<file path="config.mk">
export PLATFORM = sky130hd
export DESIGN_NAME = triangle_scanline_span_generator
export DESIGN_NICKNAME = d
export VERILOG_FILES = /design/src/hw/rtl/tssg_pkg.sv /design/src/hw/rtl/tssg_div.sv /design/src/hw/rtl/tssg_datapath.sv /design/src/hw/rtl/tssg_ctrl.sv /design/src/hw/rtl/triangle_scanline_span_generator.sv
export SDC_FILE = /design/constraint.sdc
export NUM_CORES = 1
export LEC_CHECK = 0
export BUFFER_PORTS_ARGS = -buffer_cell sky130_fd_sc_hd__buf_4
export CORE_UTILIZATION = 35
export CTS_CLUSTER_SIZE = 25
export DETAILED_ROUTE_END_ITERATION = 10
export SYNTH_ARGS = -nofsm -noshare
export SYNTH_HDL_FRONTEND = slang
export SYNTH_SLANG_ARGS = --single-unit
</file>
<file path="constraint.sdc">
create_clock -name clk_i -period 5.7 [get_ports clk_i]
set_clock_uncertainty 0.2 [all_clocks]
set_input_delay 1.425 -clock clk_i [delete_from_list [all_inputs] [get_ports clk_i]]
set_output_delay 1.425 -clock clk_i [all_outputs]
set_load 0.02 [all_outputs]
</file>
<file path="src/hw/rtl/tssg_pkg.sv">
`default_nettype none
package tssg_pkg;
  localparam int XW = 10;
  localparam int YW = 6;
  localparam int CW = 32;
  localparam logic [YW-1:0] ROW_MAX = 6'd62;
  localparam logic [XW-1:0] X_MAX = 10'd1023;

  // slope division selectors
  localparam logic [1:0] SEL_UP_ONE = 2'd0;
  localparam logic [1:0] SEL_UP_TWO = 2'd1;
  localparam logic [1:0] SEL_LO_ONE = 2'd2;
  localparam logic [1:0] SEL_LO_TWO = 2'd3;

  typedef struct packed {
    logic load;
    logic start_div;
    logic [1:0] div_sel;
    logic init_upper;
    logic init_lower;
    logic step_upper;
    logic step_lower;
  } cmd_t;

  typedef struct packed {
    logic div_done;
    logic upper_end;
    logic lower_end;
  } sts_t;
endpackage
`default_nettype wire

</file>
<file path="src/hw/rtl/tssg_div.sv">
`default_nettype none
module tssg_div #(
  parameter int NW = 40,
  parameter int DW = 6
) (
  input  wire logic          clk_i,
  input  wire logic          rst_ni,
  input  wire logic          start_i,
  input  wire logic [NW-1:0] num_i,
  input  wire logic [DW-1:0] den_i,
  output logic               done_o,
  output logic [NW-1:0]      quo_o
);
  localparam int CNTW = $clog2(NW + 1);
  logic [NW-1:0] q_q, q_d;
  logic [DW:0] r_q, r_d;
  logic [DW-1:0] den_q, den_d;
  logic [CNTW-1:0] cnt_q, cnt_d;
  logic busy_q, busy_d, done_q, done_d;
  logic [DW:0] sh;

  always_comb begin
    q_d = q_q;
    r_d = r_q;
    den_d = den_q;
    cnt_d = cnt_q;
    busy_d = busy_q;
    done_d = 1'b0;
    sh = '0;
    if (start_i) begin
      q_d = num_i;
      r_d = '0;
      den_d = den_i;
      cnt_d = CNTW'(NW);
      busy_d = 1'b1;
    end else if (busy_q) begin
      sh = {r_q[DW-1:0], q_q[NW-1]};
      q_d = {q_q[NW-2:0], 1'b0};
      if (sh >= {1'b0, den_q}) begin
        r_d = sh - {1'b0, den_q};
        q_d[0] = 1'b1;
      end else begin
        r_d = sh;
      end
      cnt_d = cnt_q - 1'b1;
      if (cnt_q == CNTW'(1)) begin
        busy_d = 1'b0;
        done_d = 1'b1;
      end
    end
  end

  always_ff @(posedge clk_i or negedge rst_ni) begin
    if (!rst_ni) begin
      busy_q <= 1'b0;
      done_q <= 1'b0;
      cnt_q <= '0;
    end else begin
      busy_q <= busy_d;
      done_q <= done_d;
      cnt_q <= cnt_d;
    end
  end

  always_ff @(posedge clk_i) begin
    q_q <= q_d;
    r_q <= r_d;
    den_q <= den_d;
  end

  assign done_o = done_q;
  assign quo_o = q_q;
endmodule
`default_nettype wire

</file>
<file path="src/hw/rtl/tssg_datapath.sv">
`default_nettype none
module tssg_datapath #(
  parameter int FRAC_BITS = 16
) (
  input  wire logic                   clk_i,
  input  wire logic                   rst_ni,
  input  wire tssg_pkg::cmd_t         cmd_i,
  output tssg_pkg::sts_t              sts_o,
  input  wire logic [tssg_pkg::XW-1:0] ax_i,
  input  wire logic [tssg_pkg::YW-1:0] ay_i,
  input  wire logic [tssg_pkg::XW-1:0] bx_i,
  input  wire logic [tssg_pkg::YW-1:0] by_i,
  input  wire logic [tssg_pkg::XW-1:0] cx_i,
  input  wire logic [tssg_pkg::YW-1:0] cy_i,
  input  wire logic [tssg_pkg::CW-1:0] color_i,
  output logic [tssg_pkg::YW-1:0]     row_o,
  output logic [tssg_pkg::XW-1:0]     from_x_o,
  output logic [tssg_pkg::XW-1:0]     to_x_o,
  output logic [tssg_pkg::CW-1:0]     color_o
);
  localparam int XW = tssg_pkg::XW;
  localparam int YW = tssg_pkg::YW;
  localparam int AW = XW + FRAC_BITS + 2;
  localparam int NW = XW + YW + FRAC_BITS;

  logic [XW-1:0] x0_q, x1_q, x2_q, mx_q;
  logic [YW-1:0] y0_q, y1_q, y2_q, row_q;
  logic [tssg_pkg::CW-1:0] col_q;
  logic signed [AW-1:0] e1_q, e2_q, su1_q, su2_q, sl1_q, sl2_q;
  logic [YW-1:0] ya, yb, yc, t_y0, t_y1, t_y2;
  logic [XW-1:0] t_x0, t_x1, t_x2;
  logic [NW-1:0] num;
  logic [YW-1:0] den;
  logic neg;
  logic neg_q;
  logic [1:0] sel_q;
  logic div_done;
  logic [NW-1:0] quo;
  logic signed [AW-1:0] sq;
  logic [NW-1:0] mnum_q;
  logic mid_q;
  logic [YW-1:0] den_q;

  function automatic logic [YW-1:0] clamp_row(input logic [YW-1:0] y);
    clamp_row = (y > tssg_pkg::ROW_MAX) ? tssg_pkg::ROW_MAX : y;
  endfunction

  function automatic logic [XW-1:0] span_x(input logic signed [AW-1:0] acc);
    logic [AW-1:0] v;
    v = acc >>> FRAC_BITS;
    if (acc < 0) span_x = '0;
    else if (v > AW'(tssg_pkg::X_MAX)) span_x = tssg_pkg::X_MAX;
    else span_x = v[XW-1:0];
  endfunction

  always_comb begin
    logic [YW-1:0] ty;
    logic [XW-1:0] tx;
    ty = '0;
    tx = '0;
    ya = clamp_row(ay_i); yb = clamp_row(by_i); yc = clamp_row(cy_i);
    t_y0 = ya; t_x0 = ax_i; t_y1 = yb; t_x1 = bx_i; t_y2 = yc; t_x2 = cx_i;
    if (t_y0 > t_y1) begin
      ty = t_y0; t_y0 = t_y1; t_y1 = ty; tx = t_x0; t_x0 = t_x1; t_x1 = tx;
    end
    if (t_y0 > t_y2) begin
      ty = t_y0; t_y0 = t_y2; t_y2 = ty; tx = t_x0; t_x0 = t_x2; t_x2 = tx;
    end
    if (t_y1 > t_y2) begin
      ty = t_y1; t_y1 = t_y2; t_y2 = ty; tx = t_x1; t_x1 = t_x2; t_x2 = tx;
    end
  end

  // division operands: mid numerator, then four slopes
  always_comb begin
    logic [YW-1:0] h, d;
    logic signed [XW+1:0] dx;
    logic [XW:0] mag;
    h = y2_q - y0_q;
    d = y1_q - y0_q;
    dx = '0;
    den = '0;
    num = '0;
    neg = 1'b0;
    unique case (cmd_i.div_sel)
      tssg_pkg::SEL_UP_ONE: begin
        dx = $signed({2'b0, x1_q}) - $signed({2'b0, x0_q}); den = d;
      end
      tssg_pkg::SEL_UP_TWO: begin
        dx = $signed({2'b0, mx_q}) - $signed({2'b0, x0_q}); den = d;
      end
      tssg_pkg::SEL_LO_ONE: begin
        dx = $signed({2'b0, x2_q}) - $signed({2'b0, x1_q}); den = y2_q - y1_q;
      end
      default: begin
        dx = $signed({2'b0, x2_q}) - $signed({2'b0, mx_q}); den = y2_q - y1_q;
      end
    endcase
    neg = dx[XW+1];
    mag = neg ? (XW+1)'(-dx) : dx[XW:0];
    num = NW'(mag) << FRAC_BITS;
    if (mid_q) begin
      den = h;
      num = '0;
    end
  end

  // midpoint numerator x0*(h-d)+x2*d, registered at load
  always_ff @(posedge clk_i or negedge rst_ni) begin
    if (!rst_ni) begin
      x0_q <= '0; x1_q <= '0; x2_q <= '0; mx_q <= '0;
      y0_q <= '0; y1_q <= '0; y2_q <= '0; row_q <= '0;
      col_q <= '0;
      mnum_q <= '0;
      sel_q <= '0;
      neg_q <= 1'b0;
      den_q <= '0;
      e1_q <= '0; e2_q <= '0;
      su1_q <= '0; su2_q <= '0; sl1_q <= '0; sl2_q <= '0;
    end else begin
      if (cmd_i.load) begin
        x0_q <= t_x0; x1_q <= t_x1; x2_q <= t_x2;
        y0_q <= t_y0; y1_q <= t_y1; y2_q <= t_y2;
        col_q <= color_i;
        mnum_q <= NW'(t_x0) * NW'(t_y2 - t_y1) + NW'(t_x2) * NW'(t_y1 - t_y0);
        mx_q <= t_x0;
      end
      if (cmd_i.start_div) begin
        sel_q <= cmd_i.div_sel;
        neg_q <= neg;
        den_q <= den;
      end
      if (div_done && mid_q && (y2_q != y0_q)) mx_q <= quo[XW-1:0];
      if (cmd_i.init_upper) begin
        e1_q <= AW'({x0_q, FRAC_BITS'(0)});
        e2_q <= AW'({x0_q, FRAC_BITS'(0)});
        row_q <= y0_q;
      end else if (cmd_i.init_lower) begin
        e1_q <= AW'({x2_q, FRAC_BITS'(0)});
        e2_q <= AW'({x2_q, FRAC_BITS'(0)});
        row_q <= y2_q;
      end else if (cmd_i.step_upper) begin
        e1_q <= e1_q + su1_q; e2_q <= e2_q + su2_q; row_q <= row_q + 1'b1;
      end else if (cmd_i.step_lower) begin
        e1_q <= e1_q - sl1_q; e2_q <= e2_q - sl2_q; row_q <= row_q - 1'b1;
      end
      if (div_done && !mid_q) begin
        unique case (sel_q)
          tssg_pkg::SEL_UP_ONE: su1_q <= sq;
          tssg_pkg::SEL_UP_TWO: su2_q <= sq;
          tssg_pkg::SEL_LO_ONE: sl1_q <= sq;
          default: sl2_q <= sq;
        endcase
      end
    end
  end

  always_ff @(posedge clk_i or negedge rst_ni) begin
    if (!rst_ni) mid_q <= 1'b0;
    else if (cmd_i.load) mid_q <= 1'b1;
    else if (div_done) mid_q <= 1'b0;
  end

  assign sq = (den_q == '0) ? '0 : (neg_q ? -AW'(quo) : AW'(quo));

  tssg_div #(.NW(NW), .DW(YW)) u_div (
    .clk_i, .rst_ni,
    .start_i(cmd_i.start_div),
    .num_i(mid_q ? mnum_q : num),
    .den_i((den == '0) ? YW'(1) : den),
    .done_o(div_done),
    .quo_o(quo)
  );

  assign sts_o.div_done = div_done;
  assign sts_o.upper_end = (row_q == y1_q);
  assign sts_o.lower_end = (row_q == y1_q);
  assign row_o = row_q;
  assign from_x_o = span_x(e1_q);
  assign to_x_o = span_x(e2_q);
  assign color_o = col_q;
endmodule
`default_nettype wire

</file>
<file path="src/hw/rtl/tssg_ctrl.sv">
`default_nettype none
module tssg_ctrl (
  input  wire logic           clk_i,
  input  wire logic           rst_ni,
  input  wire logic           in_valid_i,
  output logic                in_ready_o,
  output logic                out_valid_o,
  input  wire logic           out_ready_i,
  output logic                out_last_o,
  output tssg_pkg::cmd_t      cmd_o,
  input  wire tssg_pkg::sts_t sts_i
);
  localparam logic [2:0] S_IDLE = 3'd0;
  localparam logic [2:0] S_DIVS = 3'd1;
  localparam logic [2:0] S_DIVW = 3'd2;
  localparam logic [2:0] S_UPPER = 3'd3;
  localparam logic [2:0] S_LOWER = 3'd4;

  logic [2:0] st_q, st_d;
  logic [2:0] k_q, k_d;
  logic fire;

  assign fire = out_valid_o && out_ready_i;

  always_comb begin
    st_d = st_q;
    k_d = k_q;
    cmd_o = '0;
    in_ready_o = 1'b0;
    out_valid_o = 1'b0;
    out_last_o = 1'b0;
    unique case (st_q)
      S_IDLE: begin
        in_ready_o = 1'b1;
        if (in_valid_i) begin
          cmd_o.load = 1'b1;
          st_d = S_DIVS;
          k_d = 3'd0;
        end
      end
      S_DIVS: begin
        // k 0: midpoint, 1..4: slopes
        cmd_o.start_div = 1'b1;
        cmd_o.div_sel = 2'(k_q - 3'd1);
        st_d = S_DIVW;
      end
      S_DIVW: begin
        if (sts_i.div_done) begin
          k_d = k_q + 3'd1;
          if (k_q == 3'd4) begin
            cmd_o.init_upper = 1'b1;
            st_d = S_UPPER;
          end else begin
            st_d = S_DIVS;
          end
        end
      end
      S_UPPER: begin
        out_valid_o = 1'b1;
        if (fire) begin
          if (sts_i.upper_end) begin
            cmd_o.init_lower = 1'b1;
            st_d = S_LOWER;
          end else begin
            cmd_o.step_upper = 1'b1;
          end
        end
      end
      S_LOWER: begin
        out_valid_o = 1'b1;
        out_last_o = sts_i.lower_end;
        if (fire) begin
          if (sts_i.lower_end) st_d = S_IDLE;
          else cmd_o.step_lower = 1'b1;
        end
      end
      default: st_d = S_IDLE;
    endcase
  end

  always_ff @(posedge clk_i or negedge rst_ni) begin
    if (!rst_ni) begin
      st_q <= S_IDLE;
      k_q <= '0;
    end else begin
      st_q <= st_d;
      k_q <= k_d;
    end
  end

  assert property (@(posedge clk_i) disable iff (!rst_ni)
    in_ready_o |-> !out_valid_o) else $error("ready while emitting");
  assert property (@(posedge clk_i) disable iff (!rst_ni)
    (in_valid_i && in_ready_o) |=> st_q == S_DIVS) else $error("no setup");
  assert property (@(posedge clk_i) disable iff (!rst_ni)
    (fire && out_last_o) |=> st_q == S_IDLE) else $error("no idle after last");
endmodule
`default_nettype wire

</file>
<file path="src/hw/rtl/triangle_scanline_span_generator.sv">
`default_nettype none
// triangle in on the s_axis channel, spans out on m_axis, one request each.
// a triangle is taken only while idle. setup sorts the vertices, then runs
// five divisions (midpoint and four slopes) on one shared restoring divider
// of XW+YW+FRAC_BITS steps each. spans then leave at one per cycle while
// m_axis_tready is high: rows top to middle, then bottom to middle,
// (y2-y0)+2 spans, tlast on the final. a stalled receiver holds the
// current span; the edge walk waits with it. the next triangle is taken
// only after the final span of this one has left.
// reset (rst_ni low, asynchronous) returns the controller to idle and drops
// any triangle in progress.
// s_axis_tdata: vert_a_x, vert_a_y, vert_b_x, vert_b_y, vert_c_x,
// vert_c_y, fill_color from bit 0 up.
// m_axis_tdata: span_row, span_from_x, span_to_x, span_color from bit 0 up.
// m_axis_tlast: span_last.
module triangle_scanline_span_generator #(
  parameter int FRAC_BITS = 16
) (
  input  wire logic        clk_i,
  input  wire logic        rst_ni,
  input  wire logic        s_axis_tvalid,
  output logic             s_axis_tready,
  input  wire logic [79:0] s_axis_tdata,  // a_x, a_y, b_x, b_y, c_x, c_y, colour
  output logic             m_axis_tvalid,
  input  wire logic        m_axis_tready,
  output logic [63:0]      m_axis_tdata,  // row, from_x, to_x, colour, zero pad
  output logic             m_axis_tlast   // span_last
);
  tssg_pkg::cmd_t cmd;
  tssg_pkg::sts_t sts;
  logic [5:0] row;
  logic [9:0] fx, tx;
  logic [31:0] col;

  tssg_ctrl u_ctrl (
    .clk_i, .rst_ni,
    .in_valid_i(s_axis_tvalid), .in_ready_o(s_axis_tready),
    .out_valid_o(m_axis_tvalid), .out_ready_i(m_axis_tready),
    .out_last_o(m_axis_tlast),
    .cmd_o(cmd), .sts_i(sts)
  );

  tssg_datapath #(.FRAC_BITS(FRAC_BITS)) u_dp (
    .clk_i, .rst_ni,
    .cmd_i(cmd), .sts_o(sts),
    .ax_i(s_axis_tdata[9:0]), .ay_i(s_axis_tdata[15:10]),
    .bx_i(s_axis_tdata[25:16]), .by_i(s_axis_tdata[31:26]),
    .cx_i(s_axis_tdata[41:32]), .cy_i(s_axis_tdata[47:42]),
    .color_i(s_axis_tdata[79:48]),
    .row_o(row), .from_x_o(fx), .to_x_o(tx), .color_o(col)
  );

  assign m_axis_tdata = {6'b0, col, tx, fx, row};
endmodule
`default_nettype wire

</file>
==> summary.md, run 1 <==
| Metric | Value |
|---|---|
| Status | `complete, but fails checks` |
| Failing checks | `negative setup slack` |
| Worst EP arrival | `12.52 ns` |
| CP most frequent cell | `fa_1` |
| CP Launch Type | `input pin` |
| Setup_tns | `-194.58 ns` |
| WS Path Type | `in -> reg` |
| Max FO, Critical Path | `5` |
| CTS root buf | `clkbuf_16` |
| FF-to-FF path depth | `18` |
| DR iter-0 viols | `1690` |
| WL/cell | `17.8 um` |
| Fin. Hold Viols | `0` |
| Pin count of the biggest net entering global routing | `107` |
| Final setup fails | `59` |
| Core box area | `85300 um2` |
| Most frequent cells in the layout | `buf_4, nand2_1, dfrtp_1` |
| Unrepaired setup endpoints after global routing | `yes` |
| Most common cell after layout, fill and taps aside | `buf_4` |
| Hold WS | `0.273 ns` |
| Tcrit/Tclk final | `216%` |
| Max stage delay on crit path | `0.55 ns` |
| Slew @ Worst Pin | `1.08 ns` |
| Crit-path slowest cell | `fa_1` |
| Final critical-path required period | `12.31 ns` |
| Num CTS Buffers | `44` |
| Hold path cells | `2` |
| Initial antenna violation count | `2` |
| Post-layout nets | `4555` |
| # diodes | `0` |
| Post-DP HPWL | `71.6 mm` |
| Cell Area, Synth | `30100 um2` |
| Die footprint | `87300 um2` |
| Share of post-route cells with drive strength above 1 | `26.7%` |
| Routed via count | `26700` |
| Max clock buf depth | `3` |
| Top FF cell, synth | `dfrtp_1` |
| Final ANT Viol Nets | `0` |
| Drt total wl | `93.8 mm` |
| Maximum capacitance violations | `0` |
| Clk_lat worst skew | `0.59 ns` |
| CP endpoint kind | `flop` |
| Synth async-reset ratio | `87.9%` |
| IO Pins | `151` |
| CTS tree | `built` |
| Critical path required time | `5.91 ns` |
| Global-route wire length before repair | `147 mm` |
| Clk slew on worst S/H paths | `0.06 ns` |
| Final setup margin | `-6.61 ns` |
| Gr usage total | `21.3%` |
| FMAX | `81.2 MHz` |
| Vias in the first global route | `26500` |
| Clk sinks | `364` |
| Rows | `107` |
| Die width | `295 um` |
| DRC | `0` |
| Warnings, synthesis | `0` |
| Area grow syn2layout | `31.5%` |
| Die H | `295 um` |
| Seq/Total Area, Yosys | `30.7%` |
| Global placement routability congestion | `0.931` |
| Placed Area | `35800 um2` |
| Initial Utilization | `35.3%` |
| Distinct cells, synth | `86` |
| #FFs+latches synth | `364` |
| Synth Instances | `3530` |
| Pre-antenna DRT Iters | `5` |
| Final Slew Violations | `0` |
| Finished layout cell area | `39700 um2` |
| I/O Buffers | `144` |
| Worst min path class | `reg -> reg` |
| H-Tree Depth | `2` |
| Cts hold-fix bufs | `0` |
| Vias per Instance | `5.08` |
| Count of flip-flops with a built-in enable after synthesis | `38` |
| GRT overflow | `0` |
| Place WS | `-7.36 ns` |
| Relative slew slack | `27.9%` |
| Syn_area_per_cell | `8.54 um2` |
==> cell usage after synthesis (8+ instances only) <==
master | instances | area, um2
nand2_1 | 568 | 2130
nor2_1 | 334 | 1250
inv_1 | 331 | 1240
dfrtp_1 | 320 | 8010
o21ai_0 | 296 | 1480
a21oi_1 | 204 | 1020
fa_1 | 200 | 4000
ha_1 | 191 | 2390
clkbuf_1 | 137 | 514
xnor2_1 | 106 | 928
xor2_1 | 85 | 744
a21o_1 | 70 | 526
nand3_1 | 65 | 325
mux2i_1 | 41 | 410
edfxtp_1 | 38 | 1140
nor3_1 | 37 | 185
nand2b_1 | 35 | 219
nor2b_1 | 35 | 219
mux2_2 | 27 | 304
or3_1 | 27 | 169
o31ai_1 | 24 | 180
o21ai_1 | 23 | 115
a31oi_1 | 21 | 131
nor4_1 | 21 | 131
a211oi_1 | 20 | 150
o22ai_1 | 20 | 125
a221oi_1 | 17 | 149
and3_1 | 15 | 93.8
o21a_1 | 13 | 97.6
or2_1 | 12 | 75.1
or2_2 | 10 | 62.6
a21boi_0 | 9 | 67.6
a22o_1 | 9 | 78.8
buf_1 | 9 | 33.8
nand4_1 | 9 | 56.3
or4_1 | 9 | 67.6
and2_1 | 8 | 50.1
o21bai_1 | 8 | 60.1
==> final timing paths <==
check                                        startpoint                        endpoint  slack (ns)
hold / removal             u_dp.color_o[28]$_DFFE_PN0P_    u_dp.color_o[28]$_DFFE_PN0P_        0.27
hold reg to reg            u_dp.color_o[28]$_DFFE_PN0P_    u_dp.color_o[28]$_DFFE_PN0P_        0.27
setup / recovery                       s_axis_tdata[13]     u_dp.mnum_q[22]$_DFFE_PN0P_       -6.61
max in group asynchronous                        rst_ni     u_dp.mnum_q[16]$_DFFE_PN0P_        3.54
setup reg to reg              u_ctrl.k_q[0]$_DFFE_PN0P_  u_dp.u_div.quo_o[17]$_DFFE_PP_        0.39
min in group asynchronous                        rst_ni      u_dp.su2_q[27]$_DFFE_PN0P_        0.71
==> cell families (layout without fill, tap and decap cells) <==
family / Yosys count / count (layout) / share of synthesized area [%]
compound gates: 810 / 810 / 16.3
xor+xnor: 193 / 193 / 5.66
fa+ha+maj: 392 / 392 / 21.2
buf+inv: 492 / 1071 / 6.24
flops: 364 / 364 / 30.7
mux: 68 / 69 / 2.37
other cells: 1 / 6 / 0.0124
simple gates: 1210 / 1210 / 17.4
==> routing by layer <==
metal / GRT usage (%) / part of all wire (%)
met2: 35.3 / 47
met3: 2.78 / 4.7
met4: 7.29 / 3.7
met1: 28.5 / 45
met5: 0 / 0.014
==> what timing repair did <==
| item | 4_1_cts | 5_1_grt |
|---|---|---|
| pin swaps | 68 | 106 |
| cloned | 1 | 3 |
| hold endpoints to repair | 0 | 0 |
| setup endpoints to repair | 61 | 64 |
| gates resized for setup | 95 | 251 |
| buffers inserted | 70 | 44 |
==> through the flow <==
step / instances / util [%]
floorplan: 3535 / -
finish: 5259 / 46.5
detailed placement: 5067 / 42.0
global placement: 5067 / 42.0
CTS: 5219 / 44.8
global route: 5259 / 46.5
==> sequential cells by signal, summed over array words and instances, names as in the netlist, 10 cells and up <==
name / flops
u_dp.color_o: 32
u_dp.e1_q: 28
u_dp.e2_q: 28
u_dp.mnum_q: 32
u_dp.mx_q: 10
u_dp.sl1_q: 28
u_dp.sl2_q: 28
u_dp.su1_q: 28
u_dp.su2_q: 28
u_dp.u_div.quo_o: 32
u_dp.x0_q: 10
u_dp.x1_q: 10
u_dp.x2_q: 10
==> critical path: cells and delay by family <==
kind            cells  cell delay [ns]
fa+ha+maj          12             4.58
compound gates     20             3.60
buf+inv            13             1.53
simple gates        8             0.71
xor+xnor            3             0.41
mux                 1             0.25
==> final cells by class <==
type / instances / area (um2)
clock buffer: 63 / 1230
clock inverter: 18 / 186
fill: 8227 / 45600
inverter: 332 / 1250
multi-input combinational: 2680 / 21000
sequential: 364 / 9270
tap: 1144 / 1430
timing repair buffer: 658 / 5330
Power of run 1 is not shown: default switching activity piles up to over one toggle a cycle in this logic, so the estimate is an artifact.
==> run 2, diff against run 1 <==
--- a/config.mk
+++ b/config.mk
@@ -6,7 +6,9 @@
 export NUM_CORES = 1
 export LEC_CHECK = 0
 export BUFFER_PORTS_ARGS = -buffer_cell sky130_fd_sc_hd__buf_4
+export CORE_MARGIN = 10
 export CORE_UTILIZATION = 35
+export CTS_CLUSTER_DIAMETER = 200
 export CTS_CLUSTER_SIZE = 25
 export DETAILED_ROUTE_END_ITERATION = 10
 export SYNTH_ARGS = -nofsm -noshare
==> constraint.sdc (replaced) <==
create_clock -name clk_i -period 14.3 [get_ports clk_i]
set_clock_uncertainty 0.2 [all_clocks]
set_input_delay 3.575 -clock clk_i [delete_from_list [all_inputs] [get_ports clk_i]]
set_output_delay 3.575 -clock clk_i [all_outputs]
set_load 0.02 [all_outputs]
==> run 2 against run 1 <==
  * The run still ends with negative setup slack left
  * Register-to-register slack better by 7.6 ns
  * Count of clock-buffer cells in the layout is 38 lower
  * Sequential share of layout area is 2.2 points higher
  * Largest cell class unchanged
  * Highest routed layer unchanged
==> summary.md, run 2 (synthesis results as in run 1) <==
| Metric | Value |
|---|---|
| Status | `complete, but fails checks` |
| Failing checks | `negative setup slack` |
| Area grow syn2layout | `20.4%` |
| DR iter-0 viols | `2008` |
| Initial Utilization | `35.3%` |
| Final ANT Viol Nets | `0` |
| Finished layout cell area | `36300 um2` |
| Die footprint | `98300 um2` |
| Routing usage on met1 | `24.6%` |
| CP endpoint kind | `flop` |
| Unrepaired setup endpoints after global routing | `yes` |
| Final setup fails | `18` |
| DRC | `0` |
| Routed via count | `25900` |
| HP Start | `u_dp.color_o[6]$_DFFE_PN0P_` |
| Pre-antenna DRT Iters | `6` |
| FMAX | `68.2 MHz` |
| WS Path Type | `in -> reg` |
| CP Launch Type | `input pin` |
| Clk_lat worst skew | `0.57 ns` |
| Pin count of the biggest net entering global routing | `124` |
| R2r setup slk | `7.96 ns` |
| Gr usage total | `18.1%` |
| Vias in the first global route | `25600` |
| Worst EP arrival | `14.90 ns` |
| Critical R2R Capture | `u_dp.e1_q[27]$_DFFE_PN0P_` |
| Max FO, Critical Path | `5` |
| CTS tree | `built` |
| Fin. Hold Viols | `0` |
| Final critical-path required period | `14.66 ns` |
| Most frequent cells in the layout | `nand2_1, buf_4, dfrtp_1` |
| Die width | `313 um` |
| Place WS | `-0.959 ns` |
| Hold path cells | `2` |
| Num CTS Buffers | `18` |
| Post-DP HPWL | `70.7 mm` |
| Max clock buf depth | `3` |
| Dpl cells | `4921` |
| Final setup margin | `-0.356 ns` |
| Global-route wire length before repair | `144 mm` |
| Core box area | `85300 um2` |
| RR Startpoint | `u_dp.y1_q[4]$_DFFE_PN0P_` |
| Max stage delay on crit path | `0.58 ns` |
| Clk sinks | `364` |
| I/O Buffers | `144` |
| Rows | `107` |
| Die H | `313 um` |
| Final Slew Violations | `0` |
| Critical path required time | `14.55 ns` |
| Most common cell after layout, fill and taps aside | `nand2_1` |
| Initial antenna violation count | `1` |
| Share of post-route cells with drive strength above 1 | `19.3%` |
| Clk slew on worst S/H paths | `0.11 ns` |
| GRT overflow | `0` |
| Vias per Instance | `5.14` |
| IO Pins | `151` |
| FF-to-FF path depth | `19` |
| Post-layout nets | `4358` |
| WL/cell | `18.3 um` |
| H-Tree Depth | `1` |
| Gr busiest metal | `met2` |
| Tcrit/Tclk final | `102%` |
| Fin cells | `5034` |
| Slew @ Worst Pin | `1.31 ns` |
| Placed Area | `34500 um2` |
| Worst min path class | `reg -> reg` |
| Setup_tns | `-5.13 ns` |
| CTS root buf | `clkbuf_16` |
| Relative slew slack | `12.7%` |
| WHS Endpoint | `u_dp.color_o[6]$_DFFE_PN0P_` |
| Crit-path slowest cell | `fa_1` |
| Global placement routability congestion | `0.928` |
| # diodes | `0` |
| Maximum capacitance violations | `0` |
| Drt total wl | `91.9 mm` |
| Grt met3 use | `2.20%` |
| Cts hold-fix bufs | `0` |
| Global-route met2 utilization | `30.5%` |
| CP most frequent cell | `fa_1` |
run 2: changes by cell type in the layout (fill, tap and decap cells not counted), sizes merged:
cell,delta
clkbuf,-38
clkinv,-7
mux2,-1
clkinvlp,-1
inv,-5
bufinv,-3
buf,-170
run 2: stage by stage:
stage | utilization (%) | hold slack, ns
CTS | 42.1 | 0.288
global placement | 40.4 | 0.259
global route | 42.6 | 0.304
detailed placement | 40.4 | 0.263
finish | 42.6 | 0.284
floorplan | - | 0.240
run 2: what timing repair did:
item | 4_1_cts | 5_1_grt
resized for setup | 89 | 84
endpoints found under the setup margin | 18 | 22
gates cloned | 1 | 0
pin swaps | 94 | 88
setup buffers | 73 | 16
run 2: layout make-up:
cell class | count | area, um2
Sequential cell | 364 | 9270
Multi-Input combinational cell | 2679 | 20000
Fill cell | 8457 | 49000
Timing Repair Buffer | 488 | 3860
Tap cell | 1144 | 1430
Inverter | 332 | 1250
Clock inverter | 2 | 32.5
Clock buffer | 25 | 477
run 2: metal layers:
| metal | routed length (um) | vias up |
|---|---|---|
| met3 | 5110 | 108 |
| met4 | 2160 | 2 |
| met2 | 43600 | 637 |
| met1 | 41000 | 12600 |
| met5 | 13 | - |
| li1 | - | 12500 |
run 2: how the worst max path moves through the flow:
stage                     start                     endpoint  slack (ns)  cells past startpoint
2_1_floorplan  s_axis_tdata[12]  u_dp.mnum_q[22]$_DFFE_PN0P_       -0.99                     61
3_3_place_gp   s_axis_tdata[13]  u_dp.mnum_q[16]$_DFFE_PN0P_       -0.74                     55
3_5_place_dp   s_axis_tdata[13]  u_dp.mnum_q[23]$_DFFE_PN0P_       -0.96                     49
4_1_cts        s_axis_tdata[13]  u_dp.mnum_q[30]$_DFFE_PN0P_       -0.03                     58
5_1_grt        s_axis_tdata[13]  u_dp.mnum_q[27]$_DFFE_PN0P_       -0.75                     60
6_report       s_axis_tdata[27]  u_dp.mnum_q[31]$_DFFE_PN0P_       -0.36                     59
run 2: worst max-delay path: cells and delay by family:
family,cells,cell delay [ns]
buffers and inverters,14,1.51
AO/OA/AOI/OAI,20,3.59
AND/OR/NAND/NOR,12,1.28
adder cells (fa/ha/maj),12,4.67
multiplexers,1,0.28
Power of run 2 is left out for the same reason.
==> run 3, diff against run 2 <==
--- a/config.mk
+++ b/config.mk
@@ -11,6 +11,7 @@
 export CTS_CLUSTER_DIAMETER = 200
 export CTS_CLUSTER_SIZE = 25
 export DETAILED_ROUTE_END_ITERATION = 10
+export PLACE_DENSITY_LB_ADDON = 0.1
 export SYNTH_ARGS = -nofsm -noshare
 export SYNTH_HDL_FRONTEND = slang
 export SYNTH_SLANG_ARGS = --single-unit
==> run 3 against run 2 <==
  * The flow still finishes with violations (negative setup slack)
  * Register-to-register slack better by 0.13 ns
  * Fmax up 1.9%
  * Worst hold slack worse by 0.0027 ns
  * Via count down 3.5%
  * First-iteration DRC count down 22%
  * Sequential share of layout area up 0.44 points
  * Final area down 1.7%
  * Global-route usage up 1.0 points
  * Non-clock buffer count down 46
  * Worst setup slack better by 0.27 ns
  * Critical endpoint is now u_dp.mnum_q[28]$_DFFE_PN0P_
==> summary.md, run 3 (synthesis results as in run 1) <==
| Metric | Value |
|---|---|
| Core box area | `85300 um2` |
| WS Path Type | `in -> reg` |
| Setup crit start | `s_axis_tdata[29]` |
| Gr usage total | `19.2%` |
| I/O Buffers | `144` |
| Slew @ Worst Pin | `1.09 ns` |
| Final ANT Viol Nets | `0` |
| Max FO, Critical Path | `4` |
| FF-to-FF path depth | `19` |
| Crit-path slowest cell | `fa_1` |
| Hold path cells | `2` |
| IO Pins | `151` |
| Clk_lat worst skew | `0.56 ns` |
| CP most frequent cell | `fa_1` |
| Clk slew on worst S/H paths | `0.11 ns` |
| Initial antenna violation count | `3` |
| Critical path required time | `14.55 ns` |
| Vias per Instance | `5.01` |
| # diodes | `0` |
| Maximum capacitance violations | `0` |
| Fillers | `8748` |
| Die width | `313 um` |
| Post-layout nets | `4312` |
| GRT overflow | `0` |
| R2r setup slk | `8.09 ns` |
| Place WS | `-0.881 ns` |
| DRC | `0` |
| Fin. Hold Viols | `0` |
| WL/cell | `19.2 um` |
| CP endpoint kind | `flop` |
| Area grow syn2layout | `18.4%` |
| Final setup fails | `12` |
| Rows | `107` |
| CTS root buf | `clkbuf_16` |
| Relative slew slack | `26.5%` |
| Max stage delay on crit path | `0.52 ns` |
| Share of post-route cells with drive strength above 1 | `17.0%` |
| Pre-antenna DRT Iters | `7` |
| Worst min path class | `reg -> reg` |
| Num CTS Buffers | `18` |
| Drt total wl | `95.9 mm` |
| Failing checks | `negative setup slack` |
| Die footprint | `98300 um2` |
| CP Launch Type | `input pin` |
| Max clock buf depth | `3` |
| Most common cell after layout, fill and taps aside | `nand2_1` |
| Global-route wire length before repair | `149 mm` |
| Vias in the first global route | `25000` |
| Clk sinks | `364` |
| Finished layout cell area | `35700 um2` |
| Worst EP arrival | `14.63 ns` |
| H-Tree Depth | `1` |
| Global placement routability congestion | `0.883` |
| Routed via count | `25000` |
| Final setup margin | `-0.0868 ns` |
| FMAX | `69.5 MHz` |
| WHS Endpoint | `u_dp.u_div.r_q[5]$_SDFFE_PP0P_` |
| Most frequent cells in the layout | `nand2_1, buf_4, nor2_1` |
| Initial Utilization | `35.3%` |
| RR Startpoint | `u_dp.y1_q[3]$_DFFE_PN0P_` |
| HP Start | `u_dp.u_div.r_q[5]$_SDFFE_PP0P_` |
| Die H | `313 um` |
| Final critical-path required period | `14.39 ns` |
| Final Slew Violations | `0` |
| Placed Area | `34500 um2` |
| CTS tree | `built` |
| Unrepaired setup endpoints after global routing | `yes` |
| Pin count of the biggest net entering global routing | `92` |
| Post-DP HPWL | `76.3 mm` |
| Tcrit/Tclk final | `101%` |
| Status | `complete, but fails checks` |
| Critical R2R Capture | `u_dp.e2_q[21]$_DFFE_PN0P_` |
| DR iter-0 viols | `1568` |
-- run 3: cell types whose count changed in the layout (fill, tap and decap cells not counted), moves of 10 or more --
cell   previous run  this run
buf_4           453       420
inv_1           301       315
buf_6            25        12
inv_2            28        16
fa_1            182       192
fa_2             18         8
-- run 3: cell type report --
type	instances	area (um2)	area share, %
multi-input combinational	2679	19800	55.4
sequential	364	9270	26.0
timing repair buffer	442	3470	9.73
tap	1144	1430	4.01
inverter	332	1250	3.50
clock buffer	25	498	1.40
clock inverter	1	16.3	0.0456
-- run 3: stage by stage --
step	util, %	hold slack, ns	cells	setup TNS [ns]
6_report	41.9	0.281	4987	-0.645
5_1_grt	41.9	0.311	4987	-10.77
4_1_cts	41.2	0.287	4964	-0.0122
3_5_place_dp	40.5	0.264	4929	-15.64
3_3_place_gp	40.5	0.259	4929	-12.66
2_1_floorplan	-	0.240	3535	-17.52
-- run 3: how the worst max path moves through the flow --
stage               cells after the start                     endpoint  slack (ns)
floorplan                              61  u_dp.mnum_q[22]$_DFFE_PN0P_       -0.99
global placement                       54  u_dp.mnum_q[30]$_DFFE_PN0P_       -0.76
detailed placement                     52  u_dp.mnum_q[22]$_DFFE_PN0P_       -0.88
CTS                                    55  u_dp.mnum_q[23]$_DFFE_PN0P_      -0.004
global route                           58  u_dp.mnum_q[25]$_DFFE_PN0P_       -0.65
finish                                 51  u_dp.mnum_q[28]$_DFFE_PN0P_       -0.09
-- run 3: worst max-delay path: cells and delay by family --
family,cells,cell delay [ns]
AOI/OAI and AO/OA,18,3.28
and+or+nand+nor,9,1.31
adders and majority gates,13,4.91
buffers and inverters,9,1.03
muxes,2,0.52
-- run 3: timing repair --
action                     4_1_cts  5_1_grt
hold endpoints to repair         0        0
cloned                           0        1
hold buffers                     0        0
gates resized for setup         13       81
pin swaps                       13       80
setup endpoints to repair       17       21
setup buffers                    9       23
-- run 3: per-layer routing --
layer	global-route usage (%)	routed length, um
met3	2.02	3660
met4	4.84	2490
met1	25.1	42500
met2	33.4	47300
met5	0	13
Power of run 3 is left out for the same reason.
